## src/rtl/bir_pkg.sv

```systemverilog
// Package for the bilinear image rotation unit.
// Holds the store geometry, fixed-point sizes and the structs passed between pipeline stages.
// No dependencies.
package bir_pkg;

  localparam int MAX_SIDE  = 256;
  localparam int SIDE_W    = $clog2(MAX_SIDE);
  localparam int HALF_W    = SIDE_W - 1;
  localparam int BANK_AW   = 2 * HALF_W;
  localparam int PIX_W     = 8;
  localparam int FRAC_W    = 15;
  localparam int WIDTH_W   = 9;
  localparam int ANGLE_W   = 16;
  localparam int POS_W     = 28;
  localparam int FLOOR_W   = POS_W - FRAC_W;

  localparam logic [1:0] REG_WIDTH = 2'd0;
  localparam logic [1:0] REG_SIN   = 2'd1;
  localparam logic [1:0] REG_COS   = 2'd2;

  localparam logic KIND_LOAD = 1'b0;

  // Output of the coordinate mapping stages.
  typedef struct packed {
    logic                 valid;
    logic                 req;
    logic [SIDE_W-1:0]    px;
    logic [SIDE_W-1:0]    py;
    logic [PIX_W-1:0]     value;
    logic [SIDE_W-1:0]    fx;
    logic [SIDE_W-1:0]    fy;
    logic [FRAC_W-1:0]    frac_x;
    logic [FRAC_W-1:0]    frac_y;
    logic                 outside;
  } bir_map_t;

  // Output of the image store stage, requests only.
  typedef struct packed {
    logic                 valid;
    logic [SIDE_W-1:0]    px;
    logic [SIDE_W-1:0]    py;
    logic [FRAC_W-1:0]    frac_x;
    logic [FRAC_W-1:0]    frac_y;
    logic                 outside;
    logic [PIX_W-1:0]     p00;
    logic [PIX_W-1:0]     p10;
    logic [PIX_W-1:0]     p01;
    logic [PIX_W-1:0]     p11;
  } bir_pix_t;

endpackage

```

## src/rtl/bir_blend.sv

```systemverilog
// Bilinear blend: horizontal row blends in one stage, vertical blend into the output register.
// Depends on bir_pkg.
module bir_blend (
  input  logic                       clk,
  input  logic                       rst,
  input  logic                       en,
  input  bir_pkg::bir_pix_t          pix_in,
  output logic                       out_valid,
  output logic [bir_pkg::PIX_W-1:0]  out_value,
  output logic [bir_pkg::SIDE_W-1:0] out_x,
  output logic [bir_pkg::SIDE_W-1:0] out_y,
  output logic                       outside
);
  import bir_pkg::*;

  localparam int WGT_W = FRAC_W + 1;
  localparam int ACC_W = PIX_W + WGT_W;

  logic                v5, out5;
  logic [SIDE_W-1:0]   px5, py5;
  logic [FRAC_W-1:0]   fy5;
  logic [PIX_W-1:0]    bot, top;
  logic [WGT_W-1:0]    wx0, wx1, wy0, wy1;
  logic [ACC_W-1:0]    bot_acc, top_acc, vert_acc;

  assign wx1 = WGT_W'(pix_in.frac_x);
  assign wx0 = WGT_W'(1 << FRAC_W) - wx1;
  assign bot_acc = ACC_W'(pix_in.p00) * ACC_W'(wx0) + ACC_W'(pix_in.p10) * ACC_W'(wx1);
  assign top_acc = ACC_W'(pix_in.p01) * ACC_W'(wx0) + ACC_W'(pix_in.p11) * ACC_W'(wx1);

  always_ff @(posedge clk) begin
    if (en) begin
      px5  <= pix_in.px;
      py5  <= pix_in.py;
      fy5  <= pix_in.frac_y;
      out5 <= pix_in.outside;
      bot  <= bot_acc[FRAC_W +: PIX_W];
      top  <= top_acc[FRAC_W +: PIX_W];
    end
  end

  assign wy1 = WGT_W'(fy5);
  assign wy0 = WGT_W'(1 << FRAC_W) - wy1;
  assign vert_acc = ACC_W'(bot) * ACC_W'(wy0) + ACC_W'(top) * ACC_W'(wy1);

  always_ff @(posedge clk) begin
    if (rst) begin
      v5        <= 1'b0;
      out_valid <= 1'b0;
    end else if (en) begin
      v5        <= pix_in.valid;
      out_valid <= v5;
    end
  end

  always_ff @(posedge clk) begin
    if (en) begin
      out_x     <= px5;
      out_y     <= py5;
      outside   <= out5;
      out_value <= out5 ? '0 : vert_acc[FRAC_W +: PIX_W];
    end
  end

endmodule

```

## config.mk

```make
export PLATFORM = sky130hd
export DESIGN_NAME = bir_blend
export DESIGN_NICKNAME = d
export VERILOG_FILES = /design/src/rtl/bir_pkg.sv /design/src/rtl/bir_blend.sv
export SDC_FILE = /design/constraint.sdc
export NUM_CORES = 2
export LEC_CHECK = 0
export BUFFER_PORTS_ARGS = -buffer_cell sky130_fd_sc_hd__buf_2
export CAP_MARGIN = 0
export CORE_UTILIZATION = 45
export DETAILED_ROUTE_END_ITERATION = 16
export SYNTH_ARGS = -nofsm -noshare
export SYNTH_HDL_FRONTEND = slang
export SYNTH_SLANG_ARGS = --single-unit
```

## constraint.sdc

```tcl
create_clock -name clk -period 18 [get_ports clk]
set_clock_uncertainty 0.15 [all_clocks]
set_input_delay 3.6 -clock clk [delete_from_list [all_inputs] [get_ports clk]]
set_output_delay 3.6 -clock clk [all_outputs]
set_load 0.005 [all_outputs]
```

==> results_dict.tcl <==
set metrics [dict create \
    layout-drive-gt1-share 0.0571 \
    grtUsageTotal 0.220 \
    critPathMaxFanout 34 \
    yosys.area.top_type_share 0.477 \
    place_area_sq_mm 0.0260 \
    fmax_mhz 90.7 \
    synth_area_leaders "fa_1 48%, inv_1 10%, ha_1 10%" \
    synth-edff-count 73 \
    root_buffer "clkbuf_16" \
    dpl.hpwl_mm 47.8 \
    nNetsFinal 3537 \
    ys_async_sr_fraction 0 \
    cts_made_buffers 9 \
    yosys.area.top_type "fa_1" \
    synth_common_cells "688 x inv_1, 594 x fa_1, 379 x nand2_1, 372 x and2_1, 203 x ha_1" \
    ys_ff_latch 75 \
    tightest_slew_ps 1250 \
    htreeDepth 3 \
    first_pass_iters 5 \
    antenna_cells 0 \
    outcome "completed" \
    overflow 0 \
    cp.required_ps 17960 \
    antenna_found_initial 5 \
    rows 85 \
    relSlewSlack 0.160 \
    tns_ps 0 \
    yosys_warnings 0 \
    hold_path_class "flop to flop" \
    grt_pass1_vias 18800 \
    viasPerCell 4.97 \
    wl_per_cell_um 17.1 \
    die_w_um 237 \
    finalHoldViolCount 0 \
    die_h_um 237 \
    syn_area_sq_mm 0.0249 \
    via_count 16700 \
    cp-start-kind "input port" \
    critPathCaptureType "flop" \
    synth_most_common_cell "inv_1" \
    synth-seq-area-share 0.0895 \
    synth.avg_cell_area_sq_um 9.46 \
    ys.flop_type "edfxtp_1" \
    coreArea_sq_mm 0.0542 \
    synth.distinct_cells 50 \
    slew_viol_final 0 \
    ant_nets 0 \
    setup_violations 0 \
    cts_setup_buffers 0 \
    area_growth_pct 5.71 \
    place_congestion 0.828 \
    clk_latency_ps 360 \
    grt_max_degree 63 \
    grt_pass1_wl_mm 98.1 \
    die-area_sq_mm 0.0563 \
    drc 0 \
    syn-num-nets 3515 \
    cts_buffer_depth 2 \
    routed_wl_mm 57.3 \
    ios 109 \
    criticalPathCategory "input port to flop" \
    rsz0062_at_grt "false" \
    cap_viol_max_count 0 \
    cts_resized 0 \
    clk_pin_slew_ps 70 \
    cts_sinks 75 \
    port-buffer-count 108 \
    hold_buffers 0 \
    tritoncts "built" \
    fin_crit_sh 0.613 \
    cp.arrival_ps 10990 \
    final_cell_area_sq_mm 0.0264 \
    initial_core_util 0.460 \
    synthCells 2635 \
    finalCriticalPeriod_ps 11030 \
    drtIter0Drc 910 \
]
sequential cells by signal, indices dropped and copies added, names as in the netlist:
register / count
fy5: 15
bot: 8
out_value: 8
out_x: 8
out_y: 8
px5: 8
py5: 8
top: 8
out5: 1
out_valid: 1
outside: 1
v5: 1
layout make-up:
type	instances	area (sq um)
Fill cell	5156	27900
Multi-Input combinational cell	1762	19700
Inverter	688	2580
Sequential cell	75	2230
Tap cell	696	871
Timing Repair Buffer	121	641
Clock buffer	9	225
Clock inverter	7	88.8
metal layers:
layer | vias to the layer above | GRT usage | part of all wire
li1 | 7595 | - | -
met1 | 8647 | 0.308 | 0.46
met2 | 377 | 0.369 | 0.48
met3 | 61 | 0.0311 | 0.048
met4 | 10 | 0.0383 | 0.014
met5 | - | 0 | 0.0012
through the flow:
| step | util | hold slack [ps] | setup WS [ps] | instances |
|---|---|---|---|---|
| 3_3_place_gp | 0.480 | 251 | 6620 | 3342 |
| 6_report | 0.486 | 266 | 6970 | 3358 |
| 2_1_floorplan | - | 250 | 7450 | 2635 |
| 5_1_grt | 0.486 | 268 | 6540 | 3358 |
| 3_5_place_dp | 0.480 | 256 | 6630 | 3342 |
| 4_1_cts | 0.486 | 271 | 7000 | 3358 |
layout by cell type (no fill, tap or decap), types with 4 or more instances in the layout:
cell,instances
a211oi_1,4
a21o_1,9
a21oi_1,18
and2_1,372
buf_2,107
buf_4,14
clkbuf_16,9
edfxtp_1,73
fa_1,594
ha_1,203
inv_1,688
nand2_1,379
nand3_1,5
nand4_1,5
nor2_1,33
nor3_1,9
nor4_1,6
o21a_1,5
o21ai_0,10
xnor2_1,45
xor2_1,21
worst paths after layout:
| kind | depth (start not counted) | slack (ps) | start | endpoint |
|---|---|---|---|---|
| worst min register to register | 0 | 270 | py5[2]$_DFFE_PP_ | out_y[2]$_DFFE_PP_ |
| worst max-delay path | 27 | 6970 | pix_in[48] | top[7]$_DFFE_PP_ |
| worst max register to register | 23 | 9550 | fy5[0]$_DFFE_PP_ | out_value[7]$_SDFFCE_PP0P_ |
| worst min-delay path | 0 | 270 | py5[2]$_DFFE_PP_ | out_y[2]$_DFFE_PP_ |
critical path, cell delays in order:
cell	delay, ps
buf_2	470
inv_1	100
ha_1	260
nand2_1	160
or2_2	150
nor4_1	50
xnor2_1	820
buf_4	320
nand2_1	90
fa_1	500
fa_1	460
fa_1	550
inv_1	60
fa_1	480
fa_1	480
inv_1	50
fa_1	480
inv_1	40
ha_1	280
a21o_1	180
a21o_1	180
o21a_1	170
a211o_1	340
a31oi_4	240
o2111ai_1	190
a21oi_1	200
xnor2_1	80
logic make-up after synthesis:
family                     share of synthesized area
adders and majority gates                      0.579
AOI/OAI and AO/OA                             0.0179
and+or+nand+nor                                0.168
DFF                                           0.0895
xor gates and xnor gates                      0.0245
muxes                                       0.000803
buffers and inverters                          0.120
Power is not shown: default switching activity piles up to over one toggle a cycle in this logic, so the estimate is an artifact.
