## src/rtl/bir_pkg.sv

```systemverilog
// Package for the bilinear image rotation unit.
// Holds the store geometry, fixed-point sizes and the structs passed between pipeline stages.
// No dependencies.
package bir_pkg;

  localparam int MAX_SIDE  = 256;
  localparam int SIDE_W    = $clog2(MAX_SIDE);
  localparam int HALF_W    = SIDE_W - 1;
  localparam int BANK_AW   = 2 * HALF_W;
  localparam int PIX_W     = 8;
  localparam int FRAC_W    = 15;
  localparam int WIDTH_W   = 9;
  localparam int ANGLE_W   = 16;
  localparam int POS_W     = 28;
  localparam int FLOOR_W   = POS_W - FRAC_W;

  localparam logic [1:0] REG_WIDTH = 2'd0;
  localparam logic [1:0] REG_SIN   = 2'd1;
  localparam logic [1:0] REG_COS   = 2'd2;

  localparam logic KIND_LOAD = 1'b0;

  // Output of the coordinate mapping stages.
  typedef struct packed {
    logic                 valid;
    logic                 req;
    logic [SIDE_W-1:0]    px;
    logic [SIDE_W-1:0]    py;
    logic [PIX_W-1:0]     value;
    logic [SIDE_W-1:0]    fx;
    logic [SIDE_W-1:0]    fy;
    logic [FRAC_W-1:0]    frac_x;
    logic [FRAC_W-1:0]    frac_y;
    logic                 outside;
  } bir_map_t;

  // Output of the image store stage, requests only.
  typedef struct packed {
    logic                 valid;
    logic [SIDE_W-1:0]    px;
    logic [SIDE_W-1:0]    py;
    logic [FRAC_W-1:0]    frac_x;
    logic [FRAC_W-1:0]    frac_y;
    logic                 outside;
    logic [PIX_W-1:0]     p00;
    logic [PIX_W-1:0]     p10;
    logic [PIX_W-1:0]     p01;
    logic [PIX_W-1:0]     p11;
  } bir_pix_t;

endpackage

```

## src/rtl/bir_map.sv

```systemverilog
// Coordinate mapping: three register stages from destination pixel to source floor and fraction.
// Depends on bir_pkg.
module bir_map (
  input  logic                          clk,
  input  logic                          rst,
  input  logic                          en,
  input  logic                          in_fire,
  input  logic                          kind,
  input  logic [bir_pkg::SIDE_W-1:0]    pix_x,
  input  logic [bir_pkg::SIDE_W-1:0]    pix_y,
  input  logic [bir_pkg::PIX_W-1:0]     pix_value,
  input  logic [bir_pkg::WIDTH_W-1:0]   width_eff,
  input  logic signed [bir_pkg::ANGLE_W-1:0] sin_a,
  input  logic signed [bir_pkg::ANGLE_W-1:0] cos_a,
  output bir_pkg::bir_map_t             map_out
);
  import bir_pkg::*;

  localparam int PROD_W = SIDE_W + 1 + ANGLE_W;
  localparam int WPROD_W = WIDTH_W + 1 + ANGLE_W + 1;

  // Stage 1: products.
  logic                      v1, req1;
  logic [SIDE_W-1:0]         px1, py1;
  logic [PIX_W-1:0]          val1;
  logic signed [PROD_W-1:0]  xc1, ys1, xs1, yc1;
  logic signed [WPROD_W-1:0] wcs1, wcd1;
  // Stage 2: source point in Q.15.
  logic                      v2, req2;
  logic [SIDE_W-1:0]         px2, py2;
  logic [PIX_W-1:0]          val2;
  logic signed [POS_W-1:0]   x15, y15;

  logic signed [SIDE_W:0]    sx, sy;
  logic signed [ANGLE_W:0]   c_plus_s, c_minus_s;
  logic signed [WIDTH_W:0]   w_s;
  logic signed [POS_W-1:0]   wb, x15_next, y15_next;
  logic signed [FLOOR_W-1:0] fx, fy;
  logic signed [FLOOR_W:0]   hx, hy, w_cmp;
  logic                      out_next;

  assign sx        = $signed({1'b0, pix_x});
  assign sy        = $signed({1'b0, pix_y});
  assign w_s       = $signed({1'b0, width_eff});
  assign c_plus_s  = (ANGLE_W+1)'(cos_a) + (ANGLE_W+1)'(sin_a);
  assign c_minus_s = (ANGLE_W+1)'(cos_a) - (ANGLE_W+1)'(sin_a);

  always_ff @(posedge clk) begin
    if (en) begin
      px1  <= pix_x;
      py1  <= pix_y;
      val1 <= pix_value;
      req1 <= kind;
      xc1  <= sx * cos_a;
      ys1  <= sy * sin_a;
      xs1  <= sx * sin_a;
      yc1  <= sy * cos_a;
      wcs1 <= w_s * c_plus_s;
      wcd1 <= w_s * c_minus_s;
    end
  end

  assign wb = POS_W'(w_s) <<< FRAC_W - 1;
  assign x15_next = wb - POS_W'(wcs1) + (POS_W'(xc1) <<< 1) + (POS_W'(ys1) <<< 1);
  assign y15_next = wb - POS_W'(wcd1) - (POS_W'(xs1) <<< 1) + (POS_W'(yc1) <<< 1);

  always_ff @(posedge clk) begin
    if (en) begin
      px2  <= px1;
      py2  <= py1;
      val2 <= val1;
      req2 <= req1;
      x15  <= x15_next;
      y15  <= y15_next;
    end
  end

  // Floor is an arithmetic shift; the ceiling only steps up when a fraction remains.
  assign fx    = x15[POS_W-1:FRAC_W];
  assign fy    = y15[POS_W-1:FRAC_W];
  assign hx    = (FLOOR_W+1)'(fx) + (FLOOR_W+1)'(|x15[FRAC_W-1:0]);
  assign hy    = (FLOOR_W+1)'(fy) + (FLOOR_W+1)'(|y15[FRAC_W-1:0]);
  assign w_cmp = (FLOOR_W+1)'(w_s);
  assign out_next = fx[FLOOR_W-1] | fy[FLOOR_W-1] | (hx >= w_cmp) | (hy >= w_cmp);

  always_ff @(posedge clk) begin
    if (rst) begin
      v1            <= 1'b0;
      v2            <= 1'b0;
      map_out.valid <= 1'b0;
    end else if (en) begin
      v1            <= in_fire;
      v2            <= v1;
      map_out.valid <= v2;
    end
  end

  always_ff @(posedge clk) begin
    if (en) begin
      map_out.req     <= req2;
      map_out.px      <= px2;
      map_out.py      <= py2;
      map_out.value   <= val2;
      map_out.fx      <= fx[SIDE_W-1:0];
      map_out.fy      <= fy[SIDE_W-1:0];
      map_out.frac_x  <= x15[FRAC_W-1:0];
      map_out.frac_y  <= y15[FRAC_W-1:0];
      map_out.outside <= out_next;
    end
  end

endmodule

```

## config.mk

```make
export PLATFORM = sky130hd
export DESIGN_NAME = bir_map
export DESIGN_NICKNAME = d
export VERILOG_FILES = /design/src/rtl/bir_pkg.sv /design/src/rtl/bir_map.sv
export SDC_FILE = /design/constraint.sdc
export NUM_CORES = 2
export LEC_CHECK = 0
export ABC_AREA = 1
export ABC_CLOCK_PERIOD_IN_PS = 22000
export CAP_MARGIN = 20
export CORE_MARGIN = 4
export CORE_UTILIZATION = 65
export DETAILED_ROUTE_END_ITERATION = 6
export DONT_BUFFER_PORTS = 1
export GPL_TIMING_DRIVEN = 0
export HOLD_SLACK_MARGIN = 0.15
export PLACE_DENSITY = 0.87
export SYNTH_ARGS = -nofsm -noshare
export SYNTH_HDL_FRONTEND = slang
export SYNTH_SLANG_ARGS = --single-unit
```

## constraint.sdc

```tcl
create_clock -name clk -period 22 [get_ports clk]
set_clock_uncertainty 0.2 [all_clocks]
set_input_delay 5.5 -clock clk [delete_from_list [all_inputs] [get_ports clk]]
set_output_delay 5.5 -clock clk [all_outputs]
set_load 0.01 [all_outputs]
```

==> impl_metrics.toml <==
[status]
status = "finished, violations left"
violations = "design-rule violations"

[layout]
drive_above_1_share_pct = 2.41
syn_to_final_growth_pct = 5.26
final_common_cell = "inv_1"
final_cell_mix = "inv_1 (1571), nand2_1 (1130), fa_1 (740)"
fillers = 5820
num-nets-final = 7096

[clock_tree]
post_cts_resized = 0
cts_setup_buffers = 0
max-clock-path-buffers = 3
cts.sinks = 332
cts_hold_buf = 0
cts.htree.levels = 2
cts_tree = "yes"
cts_inserted_buffers = 40
clkSlewWorstSetupHoldPaths_ns = 0.06
root_buffer = "clkbuf_16"
insertion_delay_ns = 0.59

[worst_setup_path]
cpMaxStageDelayCell = "xor2_1"
cp.required_ns = 22.14
crit_path_max_fanout = 10
cp_slowest_stage_delay_ns = 0.99
crit_top_cell = "nand2_1"
critPathKind = "input port to flip-flop"
crit_start = "sin_a[6]"
endpoint_kind = "flip-flop"
rrSetupSlack_ns = 17.82
critical_path_arrival_ns = 13.24
critPathLaunchType = "input port"
reg2reg_from = "x15[0]"
worstRegToRegCells = 18

[yosys]
synth_edf_count = 329
synth_warnings = 0
synthFlopType = "edfxtp_1"
synth.distinct_cells = 51
synth_seq_cells = 332
synth_top_family_by_area = "adder cells"
synthArstFlopShare_pct = 0
synth_xor_area_share_pct = 3.93
yosys.area_share.adder_pct = 41.9
synthSimpleGateAreaFrac_pct = 15.3
synthMuxAreaShare_pct = 0
synth_area_per_cell_sq_um = 8.49
syn_nets = 7051
synth_compound_area_share_pct = 5.31
seq_area_frac_synth_pct = 20.2
synthCells = 5783
netlist_area_sq_um = 49100

[grt]
grt_pass1_wl_um = 220000
grt_usage_pct = 36.3
grt_max_degree = 334
globalRouteOverflowTotal = 0
grt_pass1_vias = 39500
antenna_found_initial = 13

[sta]
worst_pin_slew_ns = 1.32
min_period_over_period_pct = 59.5
hold_violations = 0
fin_setup_tns_ns = 0
rsz0062_at_grt = "false"
slew_headroom_pct = 11.9
final_max_slew_viol_count = 0
fin_crit_ns = 13.09
finalSetupViolCount = 0
fmaxAchievable_mhz = 76.4

[route]
ant_nets = 0
dr.pass1.iters = 7
routed_wl_um = 142000
wl_per_cell_um = 20.7
routed_via_density = 5.69
drcViolationCount = 17
vias = 38900
drt_iter0_markers = 4102

[placement]
hpwl_um = 118000
gp_congestion = 1.02
numPortBuffers = 0

[floorplan]
die_w_um = 283
ios = 143
dieArea_sq_um = 80000
start_util_pct = 65.7
die_h_um = 283
core_sq_um = 74700
rows = 100

[hold_path]
hold_path.class = "flip-flop to flip-flop"
hold_start = "px2[7]"
min_delay_path_depth = 0

[job]
max_cap_viol_count = 0
[sequential cells by signal (all words and copies together), names as in the netlist, 8 cells and up]
| signal | flops |
|---|---|
| val1 | 8 |
| py1 | 8 |
| y15 | 27 |
| xs1 | 25 |
| ys1 | 25 |
| px2 | 8 |
| wcd1 | 26 |
| yc1 | 25 |
| map_out | 72 |
| xc1 | 25 |
| x15 | 28 |
| px1 | 8 |
| wcs1 | 27 |
| py2 | 8 |
| val2 | 8 |
[kinds of logic (layout without fill, tap and decap cells)]
| family | after synthesis | after routing |
|---|---|---|
| AND/OR/NAND/NOR | 1828 | 1828 |
| buffers and inverters | 1741 | 1818 |
| adder cells (fa/ha/maj) | 1198 | 1198 |
| flip-flops | 332 | 332 |
| other | 0 | 7 |
| AO/OA/AOI/OAI | 468 | 468 |
| XOR/XNOR | 216 | 216 |
[layer usage]
layer | share of wire, % | track usage [%]
met5 | 0.053 | 0
met4 | 5.4 | 16.0
met3 | 13 | 12.1
met2 | 44 | 55.4
met1 | 38 | 47.7
[critical path, delay by kind of cell]
| kind | cells | cell delay (ns) |
|---|---|---|
| AOI/OAI and AO/OA | 2 | 0.49 |
| xor gates and xnor gates | 1 | 0.99 |
| adders and majority gates | 7 | 3.23 |
| buffers and inverters | 6 | 1.55 |
| and+or+nand+nor | 10 | 1.43 |
[final timing paths]
check                endpoint
setup / recovery     wcd1[21]
setup reg to reg   map_out[0]
hold / removal    map_out[70]
hold reg to reg   map_out[70]
[synthesized netlist by cell type, types with 5 or more instances]
master	number	area, sq um
nand4_1	44	275
o211ai_1	8	60.1
xnor2_1	73	639
nand3_1	201	1010
inv_2	15	56.3
o21ai_0	129	646
fa_1	740	14800
nand2_1	1130	4240
inv_1	1571	5900
clkbuf_1	138	518
buf_4	6	45.0
a211oi_1	6	45.0
a21oi_2	6	52.6
o21bai_1	18	135
nand3b_1	9	67.6
xor2_1	138	1210
a21oi_1	227	1140
nor3_1	40	200
nor2_1	335	1260
a31oi_1	20	125
ha_1	458	5730
o31ai_1	6	45.0
nand2_2	8	50.1
xor2_2	5	81.3
edfxtp_1	329	9880
nor4_1	23	144
a21o_1	22	165
o21ai_1	9	45.0
or2_2	18	113
[layout make-up]
class	instances	area (sq um)	share of cell area, %
multi-input cells	3710	32600	63.1
flip-flops and latches	332	9940	19.2
inverters	1589	5960	11.5
well taps	969	1210	2.35
clock buffers	51	1070	2.08
plain buffers	152	604	1.17
clock inverters	23	238	0.460
repair buffers	3	41.3	0.0799
diodes	7	17.5	0.0339
[through the flow]
| step | area, sq um | hold WS (ns) | cells | setup slack, ns | utilization, % |
|---|---|---|---|---|---|
| final | 51700 | 0.209 | 6836 | 8.91 | 69.2 |
| after floorplan | 49100 | 0.200 | 5783 | 10.26 | - |
| after CTS | 51600 | 0.210 | 6828 | 9.22 | 69.1 |
| after global placement | 50300 | 0.200 | 6752 | 8.71 | 67.3 |
| after global routing | 51700 | 0.216 | 6833 | 8.62 | 69.2 |
| after detailed placement | 50300 | 0.205 | 6754 | 8.62 | 67.4 |
Power is left out: the tool's default activity adds up to more than one toggle a clock period on the data nets, which glitch-free logic cannot reach.
